## config.mk

```make
export PLATFORM = sky130hd
export DESIGN_NAME = pure_pursuit_steering
export DESIGN_NICKNAME = d
export VERILOG_FILES = /design/src/design/pps_pkg.sv /design/src/design/pps_mul.sv /design/src/design/pps_div.sv /design/src/design/pure_pursuit_steering.sv
export SDC_FILE = /design/constraint.sdc
export NUM_CORES = 2
export LEC_CHECK = 0
export BUFFER_PORTS_ARGS = -buffer_cell sky130_fd_sc_hd__buf_2
export CORE_ASPECT_RATIO = 1.1
export CORE_MARGIN = 1.5
export CORE_UTILIZATION = 60
export DETAILED_ROUTE_END_ITERATION = 8
export PLACE_DENSITY = 0.77
export SLEW_MARGIN = 20
export SYNTH_ARGS = -nofsm -noshare
export SYNTH_HDL_FRONTEND = slang
export SYNTH_SLANG_ARGS = --single-unit
export TNS_END_PERCENT = 30
```

## constraint.sdc

```tcl
create_clock -name clk -period 21 [get_ports clk]
set_clock_uncertainty 0.05 [all_clocks]
set_input_delay 3.15 -clock clk [delete_from_list [all_inputs] [get_ports clk]]
set_output_delay 3.15 -clock clk [all_outputs]
set_load 0.02 [all_outputs]
```

## src/design/pps_pkg.sv

```systemverilog
// Shared widths, register indexes and handshake structs for the pure pursuit steering block.
// No dependencies; every other design file refers to it by scoped names.
package pps_pkg;

    // Field widths
    localparam int PT_W  = 24;   // path point coordinate, signed Q8.16
    localparam int LA_W  = 23;   // lookahead radius, unsigned Q7.16
    localparam int SPD_W = 16;   // speeds, signed Q4.12
    localparam int CFG_W = 23;   // widest configuration register
    localparam int IDX_W = 2;    // configuration register index

    // Arithmetic widths
    localparam int MUL_W = 2 * PT_W;      // product of the shared multiplier
    localparam int MAG_W = 39;            // |v*y| fits in 39 bits
    localparam int NUM_W = 57;            // (|2*v*y| << 16) + den/2
    localparam int QB    = 15;            // quotient bits below the saturation point
    localparam int REM_W = MUL_W + QB;    // den << QB
    localparam int CNT_W = 4;             // divider step count (0..QB)

    // Configuration register indexes
    localparam logic [IDX_W-1:0] REG_LOOKAHEAD = 2'd0;
    localparam logic [IDX_W-1:0] REG_SPEED     = 2'd1;
    localparam logic [IDX_W-1:0] REG_TURN_MAX  = 2'd2;

    // Reset values of the configuration registers
    localparam logic [LA_W-1:0]  LOOKAHEAD_RST = 23'd26214;  // 0.4 m
    localparam logic [SPD_W-1:0] SPEED_RST     = 16'd819;    // 0.2 m/s
    localparam logic [SPD_W-1:0] TURN_MAX_RST  = 16'd4096;   // 1.0 rad/s

    // Divider status back to the sequencer
    typedef struct packed {
        logic          done;   // one-cycle pulse, result below is valid
        logic          sat;    // quotient reached 2^QB
        logic [QB-1:0] quo;
    } div_status_t;

endpackage

```

## src/design/pps_mul.sv

```systemverilog
// Shared signed multiplier with a registered product for the steering sequencer.
// Depends on pps_pkg for widths.
module pps_mul
(
    input  logic                                clk,
    input  logic signed [pps_pkg::PT_W-1:0]     a,
    input  logic signed [pps_pkg::PT_W-1:0]     b,
    output logic signed [pps_pkg::MUL_W-1:0]    p
);

    logic signed [pps_pkg::MUL_W-1:0] p_reg;

    // one product per cycle, registered
    always_ff @(posedge clk)
    begin
        p_reg <= pps_pkg::MUL_W'(a) * pps_pkg::MUL_W'(b);
    end

    assign p = p_reg;

endmodule

```

## src/design/pps_div.sv

```systemverilog
// Restoring divider, one quotient bit per cycle, with a saturation check on the first step.
// Depends on pps_pkg for widths and the status struct.
module pps_div
(
    input  logic                          clk,
    input  logic                          rst_n,
    input  logic                          start,
    input  logic [pps_pkg::NUM_W-1:0]     num,
    input  logic [pps_pkg::MUL_W-1:0]     den,
    output pps_pkg::div_status_t          status
);

    logic                          busy_reg;
    logic                          done_reg;
    logic                          sat_reg;
    logic [pps_pkg::CNT_W-1:0]     cnt_reg;
    logic [pps_pkg::REM_W-1:0]     rem_reg;
    logic [pps_pkg::REM_W-1:0]     dsh_reg;
    logic [pps_pkg::QB-1:0]        quo_reg;
    logic                          ge;
    logic [pps_pkg::REM_W-1:0]     diff;

    // trial subtract of the shifted divisor
    assign ge   = (rem_reg >= dsh_reg);
    assign diff = rem_reg - dsh_reg;

    // control
    always_ff @(posedge clk or negedge rst_n)
    begin
        if (!rst_n)
        begin
            busy_reg <= 1'b0;
            done_reg <= 1'b0;
            cnt_reg  <= '0;
        end
        else
        begin
            done_reg <= 1'b0;
            if (start)
            begin
                busy_reg <= 1'b1;
                cnt_reg  <= '0;
            end
            else if (busy_reg)
            begin
                cnt_reg <= cnt_reg + 1'b1;
                // the first step ends the run when the quotient saturates
                if ((cnt_reg == '0 && ge) || cnt_reg == pps_pkg::CNT_W'(pps_pkg::QB))
                begin
                    busy_reg <= 1'b0;
                    done_reg <= 1'b1;
                end
            end
        end
    end

    // datapath
    always_ff @(posedge clk)
    begin
        if (start)
        begin
            rem_reg <= pps_pkg::REM_W'(num);
            dsh_reg <= {den, {pps_pkg::QB{1'b0}}};
            quo_reg <= '0;
            sat_reg <= 1'b0;
        end
        else if (busy_reg)
        begin
            dsh_reg <= dsh_reg >> 1;
            if (cnt_reg == '0)
            begin
                sat_reg <= ge;
            end
            else
            begin
                if (ge)
                begin
                    rem_reg <= diff;
                end
                quo_reg <= {quo_reg[pps_pkg::QB-2:0], ge};
            end
        end
    end

    assign status.done = done_reg;
    assign status.sat  = sat_reg;
    assign status.quo  = quo_reg;

endmodule

```

## src/design/pure_pursuit_steering.sv

```systemverilog
// Top level of the pure pursuit steering block: sequencer, goal state and output beat register.
// Depends on pps_pkg, pps_mul and pps_div.
//
// Usage:
//   Input channel (in_valid / in_stall) takes one path point per beat, already in the
//   robot frame. The block keeps the first point at or beyond the lookahead radius, else
//   the latest point. A beat with last_point set produces one output beat
//   (linear_speed, angular_speed) on out_valid / out_stall; other beats produce none.
//   A point without a goal keeps in_stall high while the shared multiplier forms x*x,
//   y*y and L*L and the compare follows. A final point adds v*y, a divider start, the
//   bit-serial divider (cut short when the quotient saturates) and the output state;
//   the divider is skipped if the goal is not ahead. With a goal held a non-final point
//   is taken without leaving the idle state.
//   in_stall is high while an item is being worked on.
//   The output register holds a finished command while the receiver stalls; the block
//   keeps accepting points meanwhile and only waits when a second command is ready.
//   Reset (rst_n, asynchronous) clears the goal, empties the output register and loads
//   the configuration registers with their defaults. The user writes configuration through
//   cfg_write / cfg_index / cfg_data only while the block is idle; the block does not enforce it.
module pure_pursuit_steering
(
    input  logic                                clk,
    input  logic                                rst_n,
    // input channel
    input  logic                                in_valid,
    output logic                                in_stall,
    input  logic signed [pps_pkg::PT_W-1:0]     point_x,
    input  logic signed [pps_pkg::PT_W-1:0]     point_y,
    input  logic                                last_point,
    // output channel
    output logic                                out_valid,
    input  logic                                out_stall,
    output logic signed [pps_pkg::SPD_W-1:0]    linear_speed,
    output logic signed [pps_pkg::SPD_W-1:0]    angular_speed,
    // configuration
    input  logic                                cfg_write,
    input  logic [pps_pkg::IDX_W-1:0]           cfg_index,
    input  logic [pps_pkg::CFG_W-1:0]           cfg_data
);

    localparam int ANG_W = pps_pkg::SPD_W + 1;

    // sequencer states
    localparam logic [3:0] S_IDLE = 4'd0;
    localparam logic [3:0] S_SQX  = 4'd1;
    localparam logic [3:0] S_SQY  = 4'd2;
    localparam logic [3:0] S_SQL  = 4'd3;
    localparam logic [3:0] S_CMP  = 4'd4;
    localparam logic [3:0] S_VY   = 4'd5;
    localparam logic [3:0] S_DIV0 = 4'd6;
    localparam logic [3:0] S_DIVW = 4'd7;
    localparam logic [3:0] S_OUT  = 4'd8;

    logic [3:0]                          state_reg;
    logic [3:0]                          state_next;

    // configuration registers
    logic [pps_pkg::LA_W-1:0]            lookahead_reg;
    logic signed [pps_pkg::SPD_W-1:0]    speed_reg;
    logic signed [pps_pkg::SPD_W-1:0]    turn_max_reg;

    // current point and goal
    logic signed [pps_pkg::PT_W-1:0]     pt_x_reg;
    logic signed [pps_pkg::PT_W-1:0]     pt_y_reg;
    logic                                last_reg;
    logic                                goal_found_reg;
    logic signed [pps_pkg::PT_W-1:0]     goal_x_reg;
    logic signed [pps_pkg::PT_W-1:0]     goal_y_reg;
    logic [pps_pkg::MUL_W-1:0]           goal_d2_reg;
    logic [pps_pkg::MUL_W-1:0]           acc_reg;

    // command under construction
    logic                                neg_reg;
    logic signed [ANG_W-1:0]             ang_reg;
    logic signed [pps_pkg::SPD_W-1:0]    lin_reg;

    // output beat register
    logic                                out_valid_reg;
    logic signed [pps_pkg::SPD_W-1:0]    lin_out_reg;
    logic signed [pps_pkg::SPD_W-1:0]    ang_out_reg;

    logic                                in_fire;
    logic                                slot_free;
    logic signed [pps_pkg::PT_W-1:0]     mul_a;
    logic signed [pps_pkg::PT_W-1:0]     mul_b;
    logic signed [pps_pkg::MUL_W-1:0]    mul_p;
    logic [pps_pkg::MUL_W-1:0]           mul_mag;
    logic [pps_pkg::NUM_W-1:0]           div_num;
    logic                                div_start;
    pps_pkg::div_status_t                div_st;
    logic                                goal_ahead;
    logic signed [ANG_W-1:0]             div_ang;
    logic signed [ANG_W-1:0]             lim;
    logic signed [ANG_W-1:0]             ang_clamped;

    assign in_stall  = (state_reg != S_IDLE);
    assign in_fire   = in_valid && !in_stall;
    assign slot_free = !out_valid_reg || !out_stall;
    assign goal_ahead = !goal_x_reg[pps_pkg::PT_W-1] && (goal_x_reg != '0);

    // shared multiplier operand select
    always_comb
    begin
        mul_a = pt_x_reg;
        mul_b = pt_x_reg;
        unique case (state_reg)
            S_SQY:
            begin
                mul_a = pt_y_reg;
                mul_b = pt_y_reg;
            end
            S_SQL:
            begin
                mul_a = pps_pkg::PT_W'(lookahead_reg);
                mul_b = pps_pkg::PT_W'(lookahead_reg);
            end
            S_VY:
            begin
                mul_a = goal_y_reg;
                mul_b = pps_pkg::PT_W'(speed_reg);
            end
            default:
            begin
                mul_a = pt_x_reg;
                mul_b = pt_x_reg;
            end
        endcase
    end

    pps_mul u_mul
    (
        .clk (clk),
        .a   (mul_a),
        .b   (mul_b),
        .p   (mul_p)
    );

    // divider numerator: (|v*y| << 17) + den/2
    assign mul_mag   = mul_p[pps_pkg::MUL_W-1] ? pps_pkg::MUL_W'(-mul_p)
                                               : pps_pkg::MUL_W'(mul_p);
    assign div_num   = {mul_mag[pps_pkg::MAG_W-1:0], 17'd0}
                     + pps_pkg::NUM_W'(goal_d2_reg >> 1);
    assign div_start = (state_reg == S_DIV0);

    pps_div u_div
    (
        .clk    (clk),
        .rst_n  (rst_n),
        .start  (div_start),
        .num    (div_num),
        .den    (goal_d2_reg),
        .status (div_st)
    );

    // signed turn rate from the quotient, saturated to Q4.12
    always_comb
    begin
        if (div_st.sat)
        begin
            div_ang = neg_reg ? -ANG_W'(32768) : ANG_W'(32767);
        end
        else
        begin
            div_ang = neg_reg ? -ANG_W'(div_st.quo) : ANG_W'(div_st.quo);
        end
    end

    // clamp to +/- |max_turn_rate|
    assign lim = turn_max_reg[pps_pkg::SPD_W-1] ? -ANG_W'(turn_max_reg) : ANG_W'(turn_max_reg);
    always_comb
    begin
        priority if (ang_reg > lim)
        begin
            ang_clamped = lim;
        end
        else if (ang_reg < -lim)
        begin
            ang_clamped = -lim;
        end
        else
        begin
            ang_clamped = ang_reg;
        end
    end

    // next state
    always_comb
    begin
        state_next = state_reg;
        unique case (state_reg)
            S_IDLE:
            begin
                if (in_fire)
                begin
                    if (!goal_found_reg)
                    begin
                        state_next = S_SQX;
                    end
                    else if (last_point)
                    begin
                        state_next = S_VY;
                    end
                end
            end
            S_SQX:  state_next = S_SQY;
            S_SQY:  state_next = S_SQL;
            S_SQL:  state_next = S_CMP;
            S_CMP:  state_next = last_reg ? S_VY : S_IDLE;
            S_VY:   state_next = goal_ahead ? S_DIV0 : S_OUT;
            S_DIV0: state_next = S_DIVW;
            S_DIVW: state_next = div_st.done ? S_OUT : S_DIVW;
            S_OUT:  state_next = slot_free ? S_IDLE : S_OUT;
            default: state_next = S_IDLE;
        endcase
    end

    // control state
    always_ff @(posedge clk or negedge rst_n)
    begin
        if (!rst_n)
        begin
            state_reg      <= S_IDLE;
            goal_found_reg <= 1'b0;
            goal_x_reg     <= '0;
            goal_y_reg     <= '0;
            out_valid_reg  <= 1'b0;
            lookahead_reg  <= pps_pkg::LOOKAHEAD_RST;
            speed_reg      <= pps_pkg::SPEED_RST;
            turn_max_reg   <= pps_pkg::TURN_MAX_RST;
        end
        else
        begin
            state_reg <= state_next;

            // configuration writes
            if (cfg_write)
            begin
                unique case (cfg_index)
                    pps_pkg::REG_LOOKAHEAD: lookahead_reg <= cfg_data[pps_pkg::LA_W-1:0];
                    pps_pkg::REG_SPEED:     speed_reg     <= cfg_data[pps_pkg::SPD_W-1:0];
                    pps_pkg::REG_TURN_MAX:  turn_max_reg  <= cfg_data[pps_pkg::SPD_W-1:0];
                    default: ;
                endcase
            end

            // latch the point as goal; mark found once at or beyond the radius
            if (state_reg == S_CMP)
            begin
                goal_x_reg <= pt_x_reg;
                goal_y_reg <= pt_y_reg;
                if (acc_reg >= $unsigned(mul_p))
                begin
                    goal_found_reg <= 1'b1;
                end
            end

            // output beat register: load a new command, else drop an accepted beat
            if (state_reg == S_OUT && slot_free)
            begin
                out_valid_reg  <= 1'b1;
                goal_found_reg <= 1'b0;
            end
            else if (out_valid_reg && !out_stall)
            begin
                out_valid_reg <= 1'b0;
            end
        end
    end

    // datapath registers
    always_ff @(posedge clk)
    begin
        if (in_fire)
        begin
            pt_x_reg <= point_x;
            pt_y_reg <= point_y;
            last_reg <= last_point;
        end

        unique case (state_reg)
            S_SQY:  acc_reg <= $unsigned(mul_p);
            S_SQL:  acc_reg <= acc_reg + $unsigned(mul_p);
            S_CMP:  goal_d2_reg <= acc_reg;
            S_VY:
            begin
                if (goal_ahead)
                begin
                    lin_reg <= speed_reg;
                end
                else
                begin
                    lin_reg <= '0;
                    ang_reg <= ANG_W'(turn_max_reg);
                end
            end
            S_DIV0: neg_reg <= mul_p[pps_pkg::MUL_W-1];
            S_DIVW:
            begin
                if (div_st.done)
                begin
                    ang_reg <= div_ang;
                end
            end
            S_OUT:
            begin
                if (slot_free)
                begin
                    lin_out_reg <= lin_reg;
                    ang_out_reg <= ang_clamped[pps_pkg::SPD_W-1:0];
                end
            end
            default: ;
        endcase
    end

    assign out_valid     = out_valid_reg;
    assign linear_speed  = lin_out_reg;
    assign angular_speed = ang_out_reg;

    // a command appears only from the output state
    assert property (@(posedge clk) disable iff (!rst_n)
        $rose(out_valid_reg) |-> $past(state_reg == S_OUT))
        else $error("output beat without a finished command");

    // the goal is released once its command is issued
    assert property (@(posedge clk) disable iff (!rst_n)
        (state_reg == S_OUT && slot_free) |=> !goal_found_reg)
        else $error("goal kept after end of path");

    // a point without a goal is always measured
    assert property (@(posedge clk) disable iff (!rst_n)
        (in_fire && !goal_found_reg) |=> (state_reg == S_SQX))
        else $error("point accepted without distance test");

    // the divider reports only while the sequencer waits on it
    assert property (@(posedge clk) disable iff (!rst_n)
        div_st.done |-> (state_reg == S_DIVW))
        else $error("divider result outside of wait state");

endmodule
```

* Word level (Yosys, flattened, before mapping)
Index checks and enable logic that the tools add are counted.
** Operators by class
- Add/subtract/negate cells :: 8
- Multiply operators :: 1
- $lt $le $gt $ge :: 4
- Equality and inequality tests :: 16
- Mux-type cells :: 40
- Bitwise logic cells :: 1
- Reductions and logical operators :: 34
** Operators by type and width (number)
- 57-bit 2-to-1 mux :: 4
- 24-bit case mux with 3 select lines :: 2
- 63-bit 2-to-1 mux :: 2
- 17-bit 2-to-1 mux :: 6
- 48-bit case mux with 2 select lines :: 1
- 63-bit >= comparator :: 1
- 63-bit subtractor :: 1
- 56-bit by 47-bit adder with 57-bit output :: 1
- 48-bit adder :: 1
- 48-bit >= comparator :: 1
- 24-bit by 24-bit multiplier with 48-bit output :: 1
- 39-bit 2-to-1 mux :: 1
- 39-bit negator :: 1
- 4-bit case mux with 9 select lines :: 1
- 17-bit case mux with 2 select lines :: 1
- 16-bit 2-to-1 mux :: 2
- 4-bit 2-to-1 mux :: 8
- 24-bit nonzero test :: 1
- 17-bit greater-than comparator :: 1
- 17-bit < comparator :: 1
- 15-bit negator with 17-bit output :: 1
- 16-bit negator with 17-bit output :: 1
- 17-bit negator :: 1
- 4-bit by 3-bit equality test with 1-bit output, second input constant :: 4
- 21 further kinds :: 59
** Word-level totals
- Bits in registers :: 516
- Input port bits :: 79

* Logic depth before layout (Yosys ltp)
- Depth in word-level cells :: 6
- Gate-level depth with buffers :: 37
- Gate-level depth less buffers :: 33

* Modules after synthesis
A second synthesis with hierarchy kept.
** Second synthesis, totals
- Cell total of the unflattened synthesis :: 5538
- Area total of the unflattened synthesis :: 52613.0 µm²
** By module, submodules not included
- pps_mul :: instances 1, cells each 2334, area an instance 22002.4 µm², sequential area each 960.9 µm²
- pure_pursuit_steering :: instances 1, cells each 2002, area an instance 20424.6 µm², sequential area each 9082.5 µm²
- pps_div :: instances 1, cells each 1202, area an instance 10186.0 µm², sequential area each 4043.9 µm²

* Worst setup path before layout
OpenSTA, ideal clock, no wires.
- Kind :: register -> register
- From :: reg state_reg[3]
- To :: reg u_mul.p_reg (netlist bit u_mul.p[45])
- Arrival time :: 9270 ps
- Data required time :: 20878 ps
- Slack :: 11609 ps
- Stages on the path, launching flop included :: 30
- Period minus slack after synthesis :: 9391 ps
- Cell sequence :: dfrtp_1 > nand2b_1 > nor2_1 > clkbuf_1 > o21ai_0 > nand2_1 > clkbuf_1 > nand2_1 > fa_1 > inv_1 > fa_1 > inv_1 > fa_1 > fa_1 > inv_1 > fa_1 > fa_1 > inv_1 > fa_1 > inv_1 > ha_1 > and3_1 > o211ai_1 > or4_1 > o211ai_1 > o211ai_1 > a21boi_0 > o2111ai_1 > a32oi_1 > xor2_1
** On the way
- Cells in the longest elaborated chain, start to end :: 3
- Elaborated cells on any way between the ends :: 6
- Those cells by class :: mul (1); eq/ne (3); mux (2)
** RTL lines
- from (decl) :: RTL line pure_pursuit_steering.sv:54 : logic [3:0] state_reg;
- from (signal assigned) :: RTL line pure_pursuit_steering.sv:233 : state_reg <= state_next;
- 4-bit by 3-bit equality test with 1-bit output / 4-bit by 2-bit equality test with 1-bit output (equally long branches) :: RTL line pure_pursuit_steering.sv:106 : unique case (state_reg)
- 24-bit case mux with 3 select lines :: RTL line pure_pursuit_steering.sv:106
- 24-bit by 24-bit multiplier with 48-bit output * :: RTL line pps_mul.sv:16 : p_reg <= pps_pkg::MUL_W'(a) * pps_pkg::MUL_W'(b);
- to (signal assigned) :: RTL line pps_mul.sv:16
- to (decl) :: RTL line pps_mul.sv:11 : logic signed [pps_pkg::MUL_W-1:0] p_reg;
Every way passes the cells marked *; elsewhere a longest branch is shown, timed or not.
A chain may end at the register's enable or synchronous reset.

* Worst setup path after layout
- From :: reg state_reg[2]
- To :: reg u_mul.p_reg (netlist bit u_mul.p[45])
The elaborated chain is that of the path after synthesis.

==> summary by stage <==
Status
The flow ran to the end, and the final reports show no timing, DRC or antenna violations.

Logic synthesis
The post-synthesis cell count is 5,650. The number of enable flip-flop cells after synthesis is 316. The Yosys warning count is 0. The fraction of synthesized cell area taken by the top area cell type is 23.3%. The post-synthesis sequential area ratio is 26.9%.

Synthesis inferred 516 register bits. In the synthesized netlist the dominant register cell turns out to be sky130_fd_sc_hd__edfxtp_1. The synthesized netlist occupies a cell area of 52,400 um^2.

Sorting the synthesized cells by area gives the leading types as sky130_fd_sc_hd__fa_1 (23%), sky130_fd_sc_hd__edfxtp_1 (18%), sky130_fd_sc_hd__ha_1 (8.6%). The post-synthesis net count is 6,700. The biggest area consumer among synthesized cells is sky130_fd_sc_hd__fa_1. A synthesized cell averages 9.28 um^2.

The number of distinct library cell variants in the gate-level netlist after synthesis is 85. The share of synthesized registers carrying an async set or reset is 22.3%.

Setup path
For this design, the slowest cell found on the critical path is sky130_fd_sc_hd__fa_1. Counting both buffers and inverters, the worst setup path holds a total of 8. The data arrival time at the worst-slack endpoint is 11.36 ns. The peak fanout along the critical path is 54. By startpoint and endpoint, the worst setup path is classified as flop to flop. On the worst path, the slowest cell contributes a delay of 0.64 ns. The critical path crosses 32 cells after its start point. The cell class contributing the biggest share of worst-path delay is adder cells. The type of element capturing the critical path is a flop. The cell with the most instances on the worst path is sky130_fd_sc_hd__fa_1. The startpoint type of the worst setup path is a flop.

The number of cell instances on the worst register-to-register path is 32. The data required time at the worst endpoint is 21.49 ns.

Die
After floorplanning, the core was divided into 113 placement rows. For this configuration, the core starts out at a cell density of 60.6%. The die boundary height is 313 um.

The count of pins on the block boundary is 113. The floorplan step set the die width to 285 um. The die area is 89,200 um^2. After floorplanning, the core was sized to cover 86,500 um^2.

Placed design
Routability-driven placement finished with a final weighted congestion of 1.00. The placed standard-cell area is 53,900 um^2. In this run the tool buffered the top-level ports with 112 buffer cells. The placed wire-length estimate is 117 mm.

STA
The smallest clock period supported by the final layout is computed as 10.87 ns. The setup TNS is 0 ns. The transition time of the tightest slew-check pin is 1.18 ns. The top achievable clock speed is 92.0 MHz. Setup violations remaining at the end of the flow were counted as 0. The final count of pins violating max slew is 0. The fraction of the cycle the final worst path needs is 51.7%. The final-report hold violation count is 0.

Setup repair after global routing left no endpoint under its margin. Headroom to the max-slew limit came out at 21.4%.

Global routing
In the global route stage, overall resource usage came out at 33.8%. The wire length of the first global-routing pass is 233 mm. The total overflow left after global routing is 0.

Entering global routing, the biggest net connects 75 pins. The number of global-route vias before repair came to 41,800. The number of antenna violations at the first check in global routing is 2.

Cells and area
Measured on the finished design, the core utilization comes to 64.6%. The library cell used most frequently in the layout, excluding fill and tap cells, is sky130_fd_sc_hd__inv_1. The library cells used most frequently in the layout, excluding fill and tap cells, are sky130_fd_sc_hd__inv_1 (837), sky130_fd_sc_hd__nand2_1 (664), sky130_fd_sc_hd__fa_1 (610), sky130_fd_sc_hd__nor2_1 (504), sky130_fd_sc_hd__ha_1 (361). The fraction of layout cells with a size suffix above 1 is 7.56%. The synthesis-to-finish area growth is 6.55%. Summing all non-filler instances in the final layout gives an area of 55,900 um^2. For this run, the post-layout net count is 6,673.

Clock network
Clock latency on the worst-skew pair, taken at its later pin, is 0.64 ns. Post-CTS timing repair inserted 0 buffers for setup. The tree built by TritonCTS fans out to 516 sinks. The TritonCTS clock tree is done. The clock passes through at most 3 buffers. In this run, CTS created clock tree buffers numbering 57. The number of gates given a new drive strength after cts is 0. The cell sitting at the root of the clock tree is a sky130_fd_sc_hd__clkbuf_16. The level count of the clock H-tree is 2. The number of buffers inserted by hold repair at cts is 0.

The clock-pin slew of the registers on the worst-case setup and hold paths is 0.06 ns.

Routing
In this run, the number of DRC markers left after iteration 0 of detailed routing was 3,598. After detailed routing, the number of vias per cell comes to 6.01. The residual antenna-violating net count after detailed routing is 0. After detailed routing, the total wire length is 148 mm. The average wire per cell in the routed design is 21.7 um. The vias after detailed routing is 41,000. After detailed routing, the number of remaining DRC violations is 0. The first TritonRoute pass finished after 8 iterations.

Worst hold path
Along the worst hold path, the cell count comes to 0. The worst hold path belongs to the class flop to flop.

Flow run
Max-cap violations in this run came to 0.
[cell families (layout without fill, tap and decap cells)]
family                     Yosys count  after routing  share of synthesized area [%]
muxes                              146            146                           3.04
DFF                                516            516                           26.9
adders and majority gates          971            971                           31.9
AOI/OAI and AO/OA                 1007           1007                           12.0
other                                1              4                        0.00715
xor gates and xnor gates           245            245                           4.09
and+or+nand+nor                   1681           1681                           14.4
buffers and inverters             1083           1104                           7.76
[layout make-up]
cell class	instances	area, um^2
Antenna cell	3	7.51
Clock buffer	68	1510
Clock inverter	39	407
Fill cell	7075	30700
Inverter	845	3170
Multi-Input combinational cell	4051	34400
Sequential cell	516	14100
Tap cell	1150	1440
Timing Repair Buffer	152	863
[worst reg2reg max path, delay by kind of cell (launching register included)]
kind	cells	cell delay (ns)
DFF	1	0.56
buffers and inverters	8	1.69
xor gates and xnor gates	1	0.17
and+or+nand+nor	8	2.58
AOI/OAI and AO/OA	7	1.67
adders and majority gates	8	4.05
[layer usage]
layer / GRT usage [%] / vias to the layer above / wire, um
met4: 19.4 / 2 / 9840
met2: 55.0 / 1883 / 69200
met5: 0 / - / 13
met1: 42.5 / 20100 / 56900
li1: - / 18600 / -
met3: 6.00 / 484 / 12300
[through the flow]
stage | hold slack [ns] | instances | setup slack [ns]
floorplan | 0.350 | 5650 | 11.61
global placement | 0.356 | 6714 | 10.55
detailed placement | 0.355 | 6714 | 10.31
CTS | 0.368 | 6821 | 10.24
global route | 0.371 | 6821 | 9.35
finish | 0.369 | 6824 | 10.13
[path summary, 6_finish.rpt]
path | slack (ns) | from | end
max in group asynchronous | 17.08 | rst_n | u_div.busy_reg
min reg2reg | 0.37 | lin_reg[14] | linear_speed[14]
min | 0.37 | lin_reg[14] | linear_speed[14]
max reg2reg | 10.13 | state_reg[2] | u_mul.p[45]
min in group asynchronous | 2.55 | rst_n | goal_x_reg[11]
max | 10.13 | state_reg[2] | u_mul.p[45]
[synthesized netlist by cell type (all sizes together) (67+ instances only)]
cell type / instances
nor2: 507
xnor2: 169
dfrtp: 100
a21o: 83
a21oi: 284
fa: 610
and2: 67
ha: 361
edfxtp: 316
dfxtp: 85
xor2: 76
clkbuf: 214
inv: 840
nand3: 96
nand2: 665
mux2: 106
o21ai: 289
Power is left out: the tool's default activity adds up to more than one toggle a clock period on the data nets, which glitch-free logic cannot reach.
